## config.mk

```make
export PLATFORM = sky130hd
export DESIGN_NAME = orientation_match_debounce_classifier
export DESIGN_NICKNAME = d
export VERILOG_FILES = /design/src/rtl/omdc_pkg.sv /design/src/rtl/orientation_match_debounce_classifier.sv /design/src/rtl/omdc_lane.sv /design/src/rtl/omdc_merge.sv /design/src/rtl/omdc_debounce.sv
export SDC_FILE = /design/constraint.sdc
export NUM_CORES = 2
export LEC_CHECK = 0
export BUFFER_PORTS_ARGS = -buffer_cell sky130_fd_sc_hd__buf_2
export CAP_MARGIN = 20
export CELL_PAD_IN_SITES_DETAIL_PLACEMENT = 2
export CELL_PAD_IN_SITES_GLOBAL_PLACEMENT = 2
export CORE_MARGIN = 2
export CORE_UTILIZATION = 46
export CTS_BUF_LIST = sky130_fd_sc_hd__clkbuf_16
export DETAILED_ROUTE_END_ITERATION = 8
export PLACE_DENSITY_LB_ADDON = 0.1
export SYNTH_ARGS = -nofsm -noshare
export SYNTH_HDL_FRONTEND = slang
export SYNTH_SLANG_ARGS = --single-unit
export TNS_END_PERCENT = 10
```

## constraint.sdc

```tcl
create_clock -name clock -period 17.77 [get_ports clock]
set_input_delay 0.8885 -clock clock [delete_from_list [all_inputs] [get_ports clock]]
set_output_delay 0.8885 -clock clock [all_outputs]
set_load 0.1 [all_outputs]
```

## src/rtl/omdc_pkg.sv

```systemverilog
// Shared types and constants for the orientation match debounce classifier.
package omdc_pkg;

   localparam int NUM_AXES   = 3;
   localparam int AXIS_W     = 16;
   localparam int THRESH_W   = 13;
   localparam int THRESH2_W  = 2 * THRESH_W;
   localparam int SQ_W       = 32;
   localparam int SUM_W      = SQ_W + 2;
   localparam int COUNT_W    = 8;
   localparam int TICKS_W    = 16;
   localparam int REF_W      = NUM_AXES * AXIS_W;
   localparam int CSR_IDX_W  = 3;

   localparam logic [THRESH_W-1:0] THRESH_MIN_EXCL = 13'd40;
   localparam logic [THRESH_W-1:0] THRESH_RESET    = 13'd614;
   localparam logic [COUNT_W-1:0]  CONFIRM_RESET   = 8'd3;
   localparam logic [TICKS_W-1:0]  LOCKOUT_RESET   = 16'd300;

   typedef enum logic [1:0] {
      ORIENT_UNKNOWN = 2'd0,
      ORIENT_OPEN    = 2'd1,
      ORIENT_CLOSED  = 2'd2
   } door_state_type;

   typedef enum logic [CSR_IDX_W-1:0] {
      CSR_MATCH_THRESHOLD  = 3'd0,
      CSR_CONFIRM_TARGET   = 3'd1,
      CSR_LOCKOUT_TICKS    = 3'd2,
      CSR_OPEN_REFERENCE   = 3'd3,
      CSR_CLOSED_REFERENCE = 3'd4,
      CSR_REFERENCE_VALID  = 3'd5
   } csr_index_type;

   typedef logic [SQ_W-1:0] sq_type;

   // Settings the debounce stage reads.
   typedef struct packed {
      logic [COUNT_W-1:0] confirm_target;
      logic [TICKS_W-1:0] lockout_ticks;
      logic               reference_valid;
   } dbc_cfg_type;

   // Match flags and item kind handed to the debounce stage.
   typedef struct packed {
      logic is_tick;
      logic open_hit;
      logic closed_hit;
   } match_type;

endpackage

```

## src/rtl/orientation_match_debounce_classifier.sv

```systemverilog
// Top level of the door orientation classifier: config registers, pipeline, lanes, merge.
//
//   channel  direction  handshake              payload
//   req_     in         req_valid/req_ready    opcode, accel_x, accel_y, accel_z
//   rsp_     out        rsp_valid/rsp_ready    door_state, commit
//   csr_     in         csr_valid/csr_ready    csr_index (3 b), csr_data (48 b)
//
// One transaction per cycle while responses are taken, through four register stages (input,
// lane squares, merge compare, debounce/result), in that order, to a valid response.
// Debounce state advances only as a transaction enters the result register.
// Each stage loads when it is empty or its successor moves, so a stalled response
// back-pressures requests only once all four stages are full.
// Reset clears valid bits and debounce state and sets config registers to their defaults; csr_ready is always high.
module orientation_match_debounce_classifier (
   input  logic                                   clock,
   input  logic                                   reset,
   // request channel
   input  logic                                   req_valid,
   output logic                                   req_ready,
   input  logic                                   req_opcode,
   input  logic signed [omdc_pkg::AXIS_W-1:0]     req_accel_x,
   input  logic signed [omdc_pkg::AXIS_W-1:0]     req_accel_y,
   input  logic signed [omdc_pkg::AXIS_W-1:0]     req_accel_z,
   // response channel
   output logic                                   rsp_valid,
   input  logic                                   rsp_ready,
   output logic [1:0]                             rsp_door_state,
   output logic                                   rsp_commit,
   // configuration channel
   input  logic                                   csr_valid,
   output logic                                   csr_ready,
   input  logic [omdc_pkg::CSR_IDX_W-1:0]         csr_index,
   input  logic [omdc_pkg::REF_W-1:0]             csr_data
);
   import omdc_pkg::*;

   // configuration registers
   logic [THRESH_W-1:0]  thresh_ff;
   logic [COUNT_W-1:0]   confirm_ff;
   logic [TICKS_W-1:0]   lockout_ff;
   logic [REF_W-1:0]     open_ref_ff;
   logic [REF_W-1:0]     closed_ref_ff;
   logic                 ref_valid_ff;
   logic [THRESH2_W-1:0] thresh_sq_ff, thresh_sq_in;
   logic [THRESH2_W-1:0] thresh_wide;
   logic                 csr_fire;

   // pipeline control
   logic v1_ff, v2_ff, v3_ff, v4_ff;
   logic rdy1, rdy2, rdy3, rdy4;
   logic en1, en2, en3, en4;
   logic op1_ff, op2_ff;

   // stage 1 payload
   logic signed [AXIS_W-1:0] sample_ff [NUM_AXES];

   sq_type         open_sq [NUM_AXES];
   sq_type         closed_sq [NUM_AXES];
   match_type      match;
   dbc_cfg_type    dbc_cfg;
   door_state_type door_state;

   assign csr_ready = 1'b1;
   assign csr_fire  = csr_valid && csr_ready;

   // Take register writes; drop thresholds at or below 0.01 g.
   always_ff @(posedge clock) begin
      if (reset) begin
         thresh_ff     <= THRESH_RESET;
         confirm_ff    <= CONFIRM_RESET;
         lockout_ff    <= LOCKOUT_RESET;
         open_ref_ff   <= '0;
         closed_ref_ff <= '0;
         ref_valid_ff  <= 1'b0;
      end else if (csr_fire) begin
         case (csr_index_type'(csr_index))
            CSR_MATCH_THRESHOLD: begin
               if (csr_data[THRESH_W-1:0] > THRESH_MIN_EXCL) begin
                  thresh_ff <= csr_data[THRESH_W-1:0];
               end
            end
            CSR_CONFIRM_TARGET:   confirm_ff    <= csr_data[COUNT_W-1:0];
            CSR_LOCKOUT_TICKS:    lockout_ff    <= csr_data[TICKS_W-1:0];
            CSR_OPEN_REFERENCE:   open_ref_ff   <= csr_data;
            CSR_CLOSED_REFERENCE: closed_ref_ff <= csr_data;
            CSR_REFERENCE_VALID:  ref_valid_ff  <= csr_data[0];
            default: begin
            end
         endcase
      end
   end

   // Square the threshold once per cycle; it settles long before a sample reaches the merge.
   assign thresh_wide  = {{(THRESH2_W-THRESH_W){1'b0}}, thresh_ff};
   assign thresh_sq_in = thresh_wide * thresh_wide;

   always_ff @(posedge clock) begin
      thresh_sq_ff <= thresh_sq_in;
   end

   // Ready chain: a stage moves when it is empty or its successor moves.
   assign rdy4      = rsp_ready || !v4_ff;
   assign rdy3      = !v3_ff || rdy4;
   assign rdy2      = !v2_ff || rdy3;
   assign rdy1      = !v1_ff || rdy2;
   assign req_ready = rdy1;

   assign en1 = req_valid && rdy1;
   assign en2 = v1_ff && rdy2;
   assign en3 = v2_ff && rdy3;
   assign en4 = v3_ff && rdy4;

   always_ff @(posedge clock) begin
      if (reset) begin
         v1_ff <= 1'b0;
         v2_ff <= 1'b0;
         v3_ff <= 1'b0;
         v4_ff <= 1'b0;
      end else begin
         if (rdy1) v1_ff <= req_valid;
         if (rdy2) v2_ff <= v1_ff;
         if (rdy3) v3_ff <= v2_ff;
         if (rdy4) v4_ff <= v3_ff;
      end
   end

   // Hold the accepted request.
   always_ff @(posedge clock) begin
      if (en1) begin
         op1_ff       <= req_opcode;
         sample_ff[0] <= req_accel_x;
         sample_ff[1] <= req_accel_y;
         sample_ff[2] <= req_accel_z;
      end
      if (en2) begin
         op2_ff <= op1_ff;
      end
   end

   // One lane per axis, each against both references.
   for (genvar a = 0; a < NUM_AXES; a++) begin : g_lane
      omdc_lane u_lane (
         .clock        (clock),
         .enable       (en2),
         .sample       (sample_ff[a]),
         .open_axis    (open_ref_ff[a*AXIS_W +: AXIS_W]),
         .closed_axis  (closed_ref_ff[a*AXIS_W +: AXIS_W]),
         .open_sq_ff   (open_sq[a]),
         .closed_sq_ff (closed_sq[a])
      );
   end

   omdc_merge u_merge (
      .clock     (clock),
      .enable    (en3),
      .is_tick   (op2_ff),
      .open_sq   (open_sq),
      .closed_sq (closed_sq),
      .thresh_sq (thresh_sq_ff),
      .match_ff  (match)
   );

   assign dbc_cfg.confirm_target  = confirm_ff;
   assign dbc_cfg.lockout_ticks   = lockout_ff;
   assign dbc_cfg.reference_valid = ref_valid_ff;

   // Advance debounce state as the transaction enters the result register.
   omdc_debounce u_debounce (
      .clock         (clock),
      .reset         (reset),
      .enable        (en4),
      .match         (match),
      .cfg           (dbc_cfg),
      .door_state_ff (door_state),
      .changed_ff    (rsp_commit)
   );

   assign rsp_valid      = v4_ff;
   assign rsp_door_state = door_state;

`ifndef SYNTHESIS
   // A committed change always names a real door state.
   a_changed_known: assert property (@(posedge clock) disable iff (reset)
      rsp_valid && rsp_commit |-> (rsp_door_state != ORIENT_UNKNOWN))
      else $error("state change reported with unknown door state");

   // Without calibration nothing may be committed.
   a_changed_needs_cal: assert property (@(posedge clock) disable iff (reset)
      rsp_valid && rsp_commit |-> ref_valid_ff)
      else $error("state change reported without valid calibration");

   // Back-pressure on requests only when the pipeline is full behind a stalled response.
   a_ready_only_when_full: assert property (@(posedge clock) disable iff (reset)
      !req_ready |-> (v1_ff && v2_ff && v3_ff && v4_ff && !rsp_ready))
      else $error("request stalled while pipeline has room");
`endif

endmodule

```

## src/rtl/omdc_lane.sv

```systemverilog
// One axis lane: squared differences of a sample axis to both references.
module omdc_lane (
   input  logic                                clock,
   input  logic                                enable,
   input  logic signed [omdc_pkg::AXIS_W-1:0]  sample,
   input  logic signed [omdc_pkg::AXIS_W-1:0]  open_axis,
   input  logic signed [omdc_pkg::AXIS_W-1:0]  closed_axis,
   output omdc_pkg::sq_type                    open_sq_ff,
   output omdc_pkg::sq_type                    closed_sq_ff
);
   import omdc_pkg::*;

   logic signed [AXIS_W:0]     open_diff;
   logic signed [AXIS_W:0]     closed_diff;
   logic signed [2*AXIS_W+1:0] open_wide;
   logic signed [2*AXIS_W+1:0] closed_wide;
   logic signed [2*AXIS_W+1:0] open_prod;
   logic signed [2*AXIS_W+1:0] closed_prod;
   sq_type                     open_sq_in;
   sq_type                     closed_sq_in;

   // 17-bit differences; squares stay below 2^32
   assign open_diff    = {sample[AXIS_W-1], sample} - {open_axis[AXIS_W-1], open_axis};
   assign closed_diff  = {sample[AXIS_W-1], sample} - {closed_axis[AXIS_W-1], closed_axis};
   assign open_wide    = {{(AXIS_W+1){open_diff[AXIS_W]}}, open_diff};
   assign closed_wide  = {{(AXIS_W+1){closed_diff[AXIS_W]}}, closed_diff};
   assign open_prod    = open_wide * open_wide;
   assign closed_prod  = closed_wide * closed_wide;
   assign open_sq_in   = open_prod[SQ_W-1:0];
   assign closed_sq_in = closed_prod[SQ_W-1:0];

   always_ff @(posedge clock) begin
      if (enable) begin
         open_sq_ff   <= open_sq_in;
         closed_sq_ff <= closed_sq_in;
      end
   end

endmodule

```

## src/rtl/omdc_merge.sv

```systemverilog
// Merge stage: sum the lane squares and compare against the squared threshold.
module omdc_merge (
   input  logic                                clock,
   input  logic                                enable,
   input  logic                                is_tick,
   input  omdc_pkg::sq_type                    open_sq [omdc_pkg::NUM_AXES],
   input  omdc_pkg::sq_type                    closed_sq [omdc_pkg::NUM_AXES],
   input  logic [omdc_pkg::THRESH2_W-1:0]      thresh_sq,
   output omdc_pkg::match_type                 match_ff
);
   import omdc_pkg::*;

   logic [SUM_W-1:0] open_sum;
   logic [SUM_W-1:0] closed_sum;
   logic [SUM_W-1:0] thresh_ext;
   match_type        match_in;

   always_comb begin
      open_sum   = '0;
      closed_sum = '0;
      for (int i = 0; i < NUM_AXES; i++) begin
         open_sum   = open_sum + {{(SUM_W-SQ_W){1'b0}}, open_sq[i]};
         closed_sum = closed_sum + {{(SUM_W-SQ_W){1'b0}}, closed_sq[i]};
      end
      thresh_ext          = {{(SUM_W-THRESH2_W){1'b0}}, thresh_sq};
      match_in.is_tick    = is_tick;
      match_in.open_hit   = (open_sum < thresh_ext);
      match_in.closed_hit = (closed_sum < thresh_ext);
   end

   always_ff @(posedge clock) begin
      if (enable) begin
         match_ff <= match_in;
      end
   end

endmodule

```

## src/rtl/omdc_debounce.sv

```systemverilog
// Debounce and lockout state, plus the result register.
module omdc_debounce (
   input  logic                          clock,
   input  logic                          reset,
   input  logic                          enable,
   input  omdc_pkg::match_type           match,
   input  omdc_pkg::dbc_cfg_type         cfg,
   output omdc_pkg::door_state_type      door_state_ff,
   output logic                          changed_ff
);
   import omdc_pkg::*;

   door_state_type      committed_ff, committed_in;
   door_state_type      cand_ff, cand_in;
   logic [COUNT_W-1:0]  count_ff, count_in;
   logic [TICKS_W-1:0]  lock_ff, lock_in;
   door_state_type      door_state_in;
   logic                changed_in;
   door_state_type      hit_state;
   logic [COUNT_W-1:0]  count_next;

   always_comb begin
      committed_in = committed_ff;
      cand_in      = cand_ff;
      count_in     = count_ff;
      lock_in      = lock_ff;
      changed_in   = 1'b0;
      count_next   = 8'd1;

      if (match.open_hit) begin
         hit_state = ORIENT_OPEN;
      end else if (match.closed_hit) begin
         hit_state = ORIENT_CLOSED;
      end else begin
         hit_state = ORIENT_UNKNOWN;
      end

      if (match.is_tick) begin
         // time passes even without calibration
         if (lock_ff != '0) begin
            lock_in = lock_ff - 16'd1;
         end
      end else if (cfg.reference_valid && (lock_ff == '0)) begin
         if (hit_state == ORIENT_UNKNOWN) begin
            count_in = '0;
            cand_in  = ORIENT_UNKNOWN;
         end else begin
            if (hit_state == cand_ff) begin
               count_next = count_ff + 8'd1;
            end
            count_in = count_next;
            cand_in  = hit_state;
            if (count_next >= cfg.confirm_target) begin
               if (hit_state != committed_ff) begin
                  committed_in = hit_state;
                  changed_in   = 1'b1;
                  lock_in      = cfg.lockout_ticks;
               end
               count_in = '0;
               cand_in  = ORIENT_UNKNOWN;
            end
         end
      end

      door_state_in = cfg.reference_valid ? committed_in : ORIENT_UNKNOWN;
   end

   always_ff @(posedge clock) begin
      if (reset) begin
         committed_ff <= ORIENT_UNKNOWN;
         cand_ff      <= ORIENT_UNKNOWN;
         count_ff     <= '0;
         lock_ff      <= '0;
      end else if (enable) begin
         committed_ff <= committed_in;
         cand_ff      <= cand_in;
         count_ff     <= count_in;
         lock_ff      <= lock_in;
      end
   end

   always_ff @(posedge clock) begin
      if (enable) begin
         door_state_ff <= door_state_in;
         changed_ff    <= changed_in;
      end
   end

endmodule

```

==> impl_metrics.json <==
{
  "worst_clock_skew_ps": 55.6,
  "dr.pass1.iters": 5,
  "viasPerCell": 5.46,
  "netlist_area_um2": 84200,
  "dieWidth_um": 432,
  "timing.fmax_mhz": 94.8,
  "root_buffer": "clkbuf_16",
  "grt_max_degree": 146,
  "grtUsageTotal": 0.319,
  "hpwl_um": 242000,
  "cts.sinks": 433,
  "wl_per_cell_um": 25.1,
  "drive_gt1_frac": 0.0440,
  "grt_pass1_vias": 77015,
  "worstHoldStart": "req_accel_x[14]",
  "synth_top_area_cell": "fa_1",
  "worstMarginPinSlew_ps": 1140,
  "cts_tree": "yes",
  "holdPathEnd": "sample_ff[0][14]",
  "synth-seq-cells": 433,
  "syn2layout_area_growth_pct": 6.78,
  "slowest_stage": "a311oi_1",
  "antenna_found_initial": 17,
  "fin_tns_setup_ps": 0,
  "drt_iter0_markers": 3010,
  "vias": 63373,
  "slew_headroom": 0.237,
  "nets": 11733,
  "pin_count": 111,
  "synth_enable_flop_cells": 242,
  "clk_path_buf_depth": 3,
  "hold_path.class": "in2reg",
  "synthArstFlopShare": 0,
  "holdPathStages": 1,
  "fin_crit_ps": 10550,
  "cts_resized": 0,
  "crit_type": "reg2reg",
  "r2r_end": "g_lane[0].u_lane.open_sq_ff[31]",
  "fillers": 19332,
  "totalWireLength_um": 292000,
  "ys_seq_area_frac": 0.132,
  "yosysWarnings": 0,
  "outcome": "completed",
  "r2r_slack_ps": 7220,
  "end_kind": "flop",
  "route.detailed.drc": 0,
  "htreeDepth": 2,
  "finalSetupViolCount": 0,
  "synth_top_flop_cell": "edfxtp_1",
  "grt_overflow": 0,
  "synth_top_area_frac": 0.392,
  "cp_max_fo": 12,
  "insertion_delay_ps": 740,
  "core_area_um2": 181000,
  "finalHoldViolCount": 0,
  "globalplace.congestion": 0.874,
  "numCtsBuffers": 60,
  "slowest_delay_ps": 790,
  "clk_pin_slew_worst_paths_ps": 60,
  "r2r-start": "sample_ff[0][0]",
  "postSynthAreaPerCell_um2": 9.24,
  "initial_core_util": 0.464,
  "grt_setup_unrepaired": "false",
  "grt_first_pass_wirelength_um": 455000,
  "startpoint_type": "flop",
  "syn_nets": 11672,
  "crit_arrival_ps": 10990,
  "worst_slack_ps": 7220,
  "synthCells": 9104,
  "io_buffers": 109,
  "die_h_um": 432,
  "worstRegToRegCells": 33,
  "synthDistinctLibCells": 97,
  "drv_cap": 0,
  "required_ps": 18210,
  "hold_buffers": 0,
  "drv_slew": 0,
  "antenna_left": 0,
  "synth.area.top_cells": "fa_1 (39%), ha_1 (12%), inv_1 (10%), edfxtp_1 (8.6%), dfxtp_1 (4.5%)",
  "dieArea_um2": 186000,
  "preCtsSetupSlack_ps": 7460,
  "post_cts_buffers": 0,
  "min_period_over_period": 0.594,
  "row_count": 156
}
## routing by layer
metal	GRT usage	vias up	part of all wire
met5	0	-	0.00036
met4	0.109	16	0.038
met3	0.0386	518	0.037
met2	0.586	1246	0.53
met1	0.384	33717	0.40
li1	-	27876	-
## cells in the final DEF (no fill, tap or decap), types with 38 or more instances in the layout
master and count:
a21o_1 108, a21oi_1 386, and2_1 97, buf_2 108
buf_4 99, clkbuf_16 65, dfxtp_1 191, edfxtp_1 242
fa_1 1649, ha_1 814, inv_1 2281, nand2_1 825
nand2b_1 61, nand3_1 59, nor2_1 810, nor2b_1 83
nor3_1 81, o21a_1 65, o21ai_0 143, o21bai_1 38
or2_2 40, xnor2_1 312, xor2_1 128
## cells in the mapped netlist, types with 84 or more instances
| cell | number |
|---|---|
| nor2b_1 | 84 |
| dfxtp_1 | 191 |
| fa_1 | 1649 |
| xor2_1 | 130 |
| a21o_1 | 108 |
| ha_1 | 814 |
| nand2_1 | 825 |
| a21oi_1 | 387 |
| and2_1 | 97 |
| o21ai_0 | 143 |
| xnor2_1 | 314 |
| inv_1 | 2269 |
| nor2_1 | 811 |
| clkbuf_1 | 192 |
| edfxtp_1 | 242 |
## sequential cells by signal, indices dropped and copies added (netlist names), 3 cells and up
| register | count |
|---|---|
| g_lane.u_lane.closed_sq_ff | 93 |
| thresh_sq_ff | 25 |
| lockout_ff | 16 |
| closed_ref_ff | 48 |
| sample_ff | 48 |
| u_merge.match_ff | 3 |
| u_debounce.lock_ff | 16 |
| thresh_ff | 13 |
| open_ref_ff | 48 |
| u_debounce.count_ff | 8 |
| g_lane.u_lane.open_sq_ff | 93 |
| confirm_ff | 8 |
## worst max-delay path: cells and delay by family, from the launching register on
| kind | cells | cell delay [ps] |
|---|---|---|
| AO/OA/AOI/OAI | 11 | 4010 |
| adder cells (fa/ha/maj) | 9 | 3870 |
| AND/OR/NAND/NOR | 5 | 1080 |
| buffers and inverters | 7 | 780 |
| flip-flops | 1 | 360 |
| XOR/XNOR | 1 | 130 |
## kinds of logic after synthesis
group                    after synthesis  synth area share
XOR/XNOR                             444            0.0462
AO/OA/AOI/OAI                       1031            0.0798
multiplexers                          32           0.00387
AND/OR/NAND/NOR                     2187             0.113
other                                  2         0.0000892
flip-flops                           433             0.132
adder cells (fa/ha/maj)             2463             0.513
buffers and inverters               2512             0.112
## worst max-delay path by stage
stage | cells after the start | end | slack (ps) | from
2_1_floorplan | 3 | g_lane[0].u_lane.closed_sq_ff[0] | 7580 | rsp_ready
3_3_place_gp | 36 | g_lane[2].u_lane.open_sq_ff[31] | 7870 | sample_ff[0][32]
3_5_place_dp | 37 | g_lane[2].u_lane.open_sq_ff[30] | 7460 | sample_ff[0][32]
4_1_cts | 36 | g_lane[2].u_lane.open_sq_ff[31] | 7280 | sample_ff[0][32]
5_1_grt | 37 | g_lane[2].u_lane.open_sq_ff[30] | 6580 | sample_ff[0][32]
6_report | 33 | g_lane[0].u_lane.open_sq_ff[31] | 7220 | sample_ff[0][0]
## through the flow
step            util  hold WS [ps]  instances  instance area [µm²]
4_1_cts        0.495           260      11583                89800
2_1_floorplan      -           378       9104                84200
6_report       0.496           323      11601                89900
5_1_grt        0.496           287      11599                89900
3_5_place_dp   0.484           431      11472                87700
3_3_place_gp   0.484           412      11472                87700
## final cells by class
type | count | area [µm²] | area share
diodes | 17 | 42.5 | 0.000473
repair buffers | 210 | 1330 | 0.0148
well taps | 2370 | 2970 | 0.0330
inverters | 2301 | 8640 | 0.0961
flip-flops and latches | 433 | 11100 | 0.123
clock inverters | 46 | 460 | 0.00512
clock buffers | 65 | 1630 | 0.0181
multi-input cells | 6159 | 63700 | 0.709
Power is not shown: default switching activity piles up to over one toggle a cycle in this logic, so the estimate is an artifact.
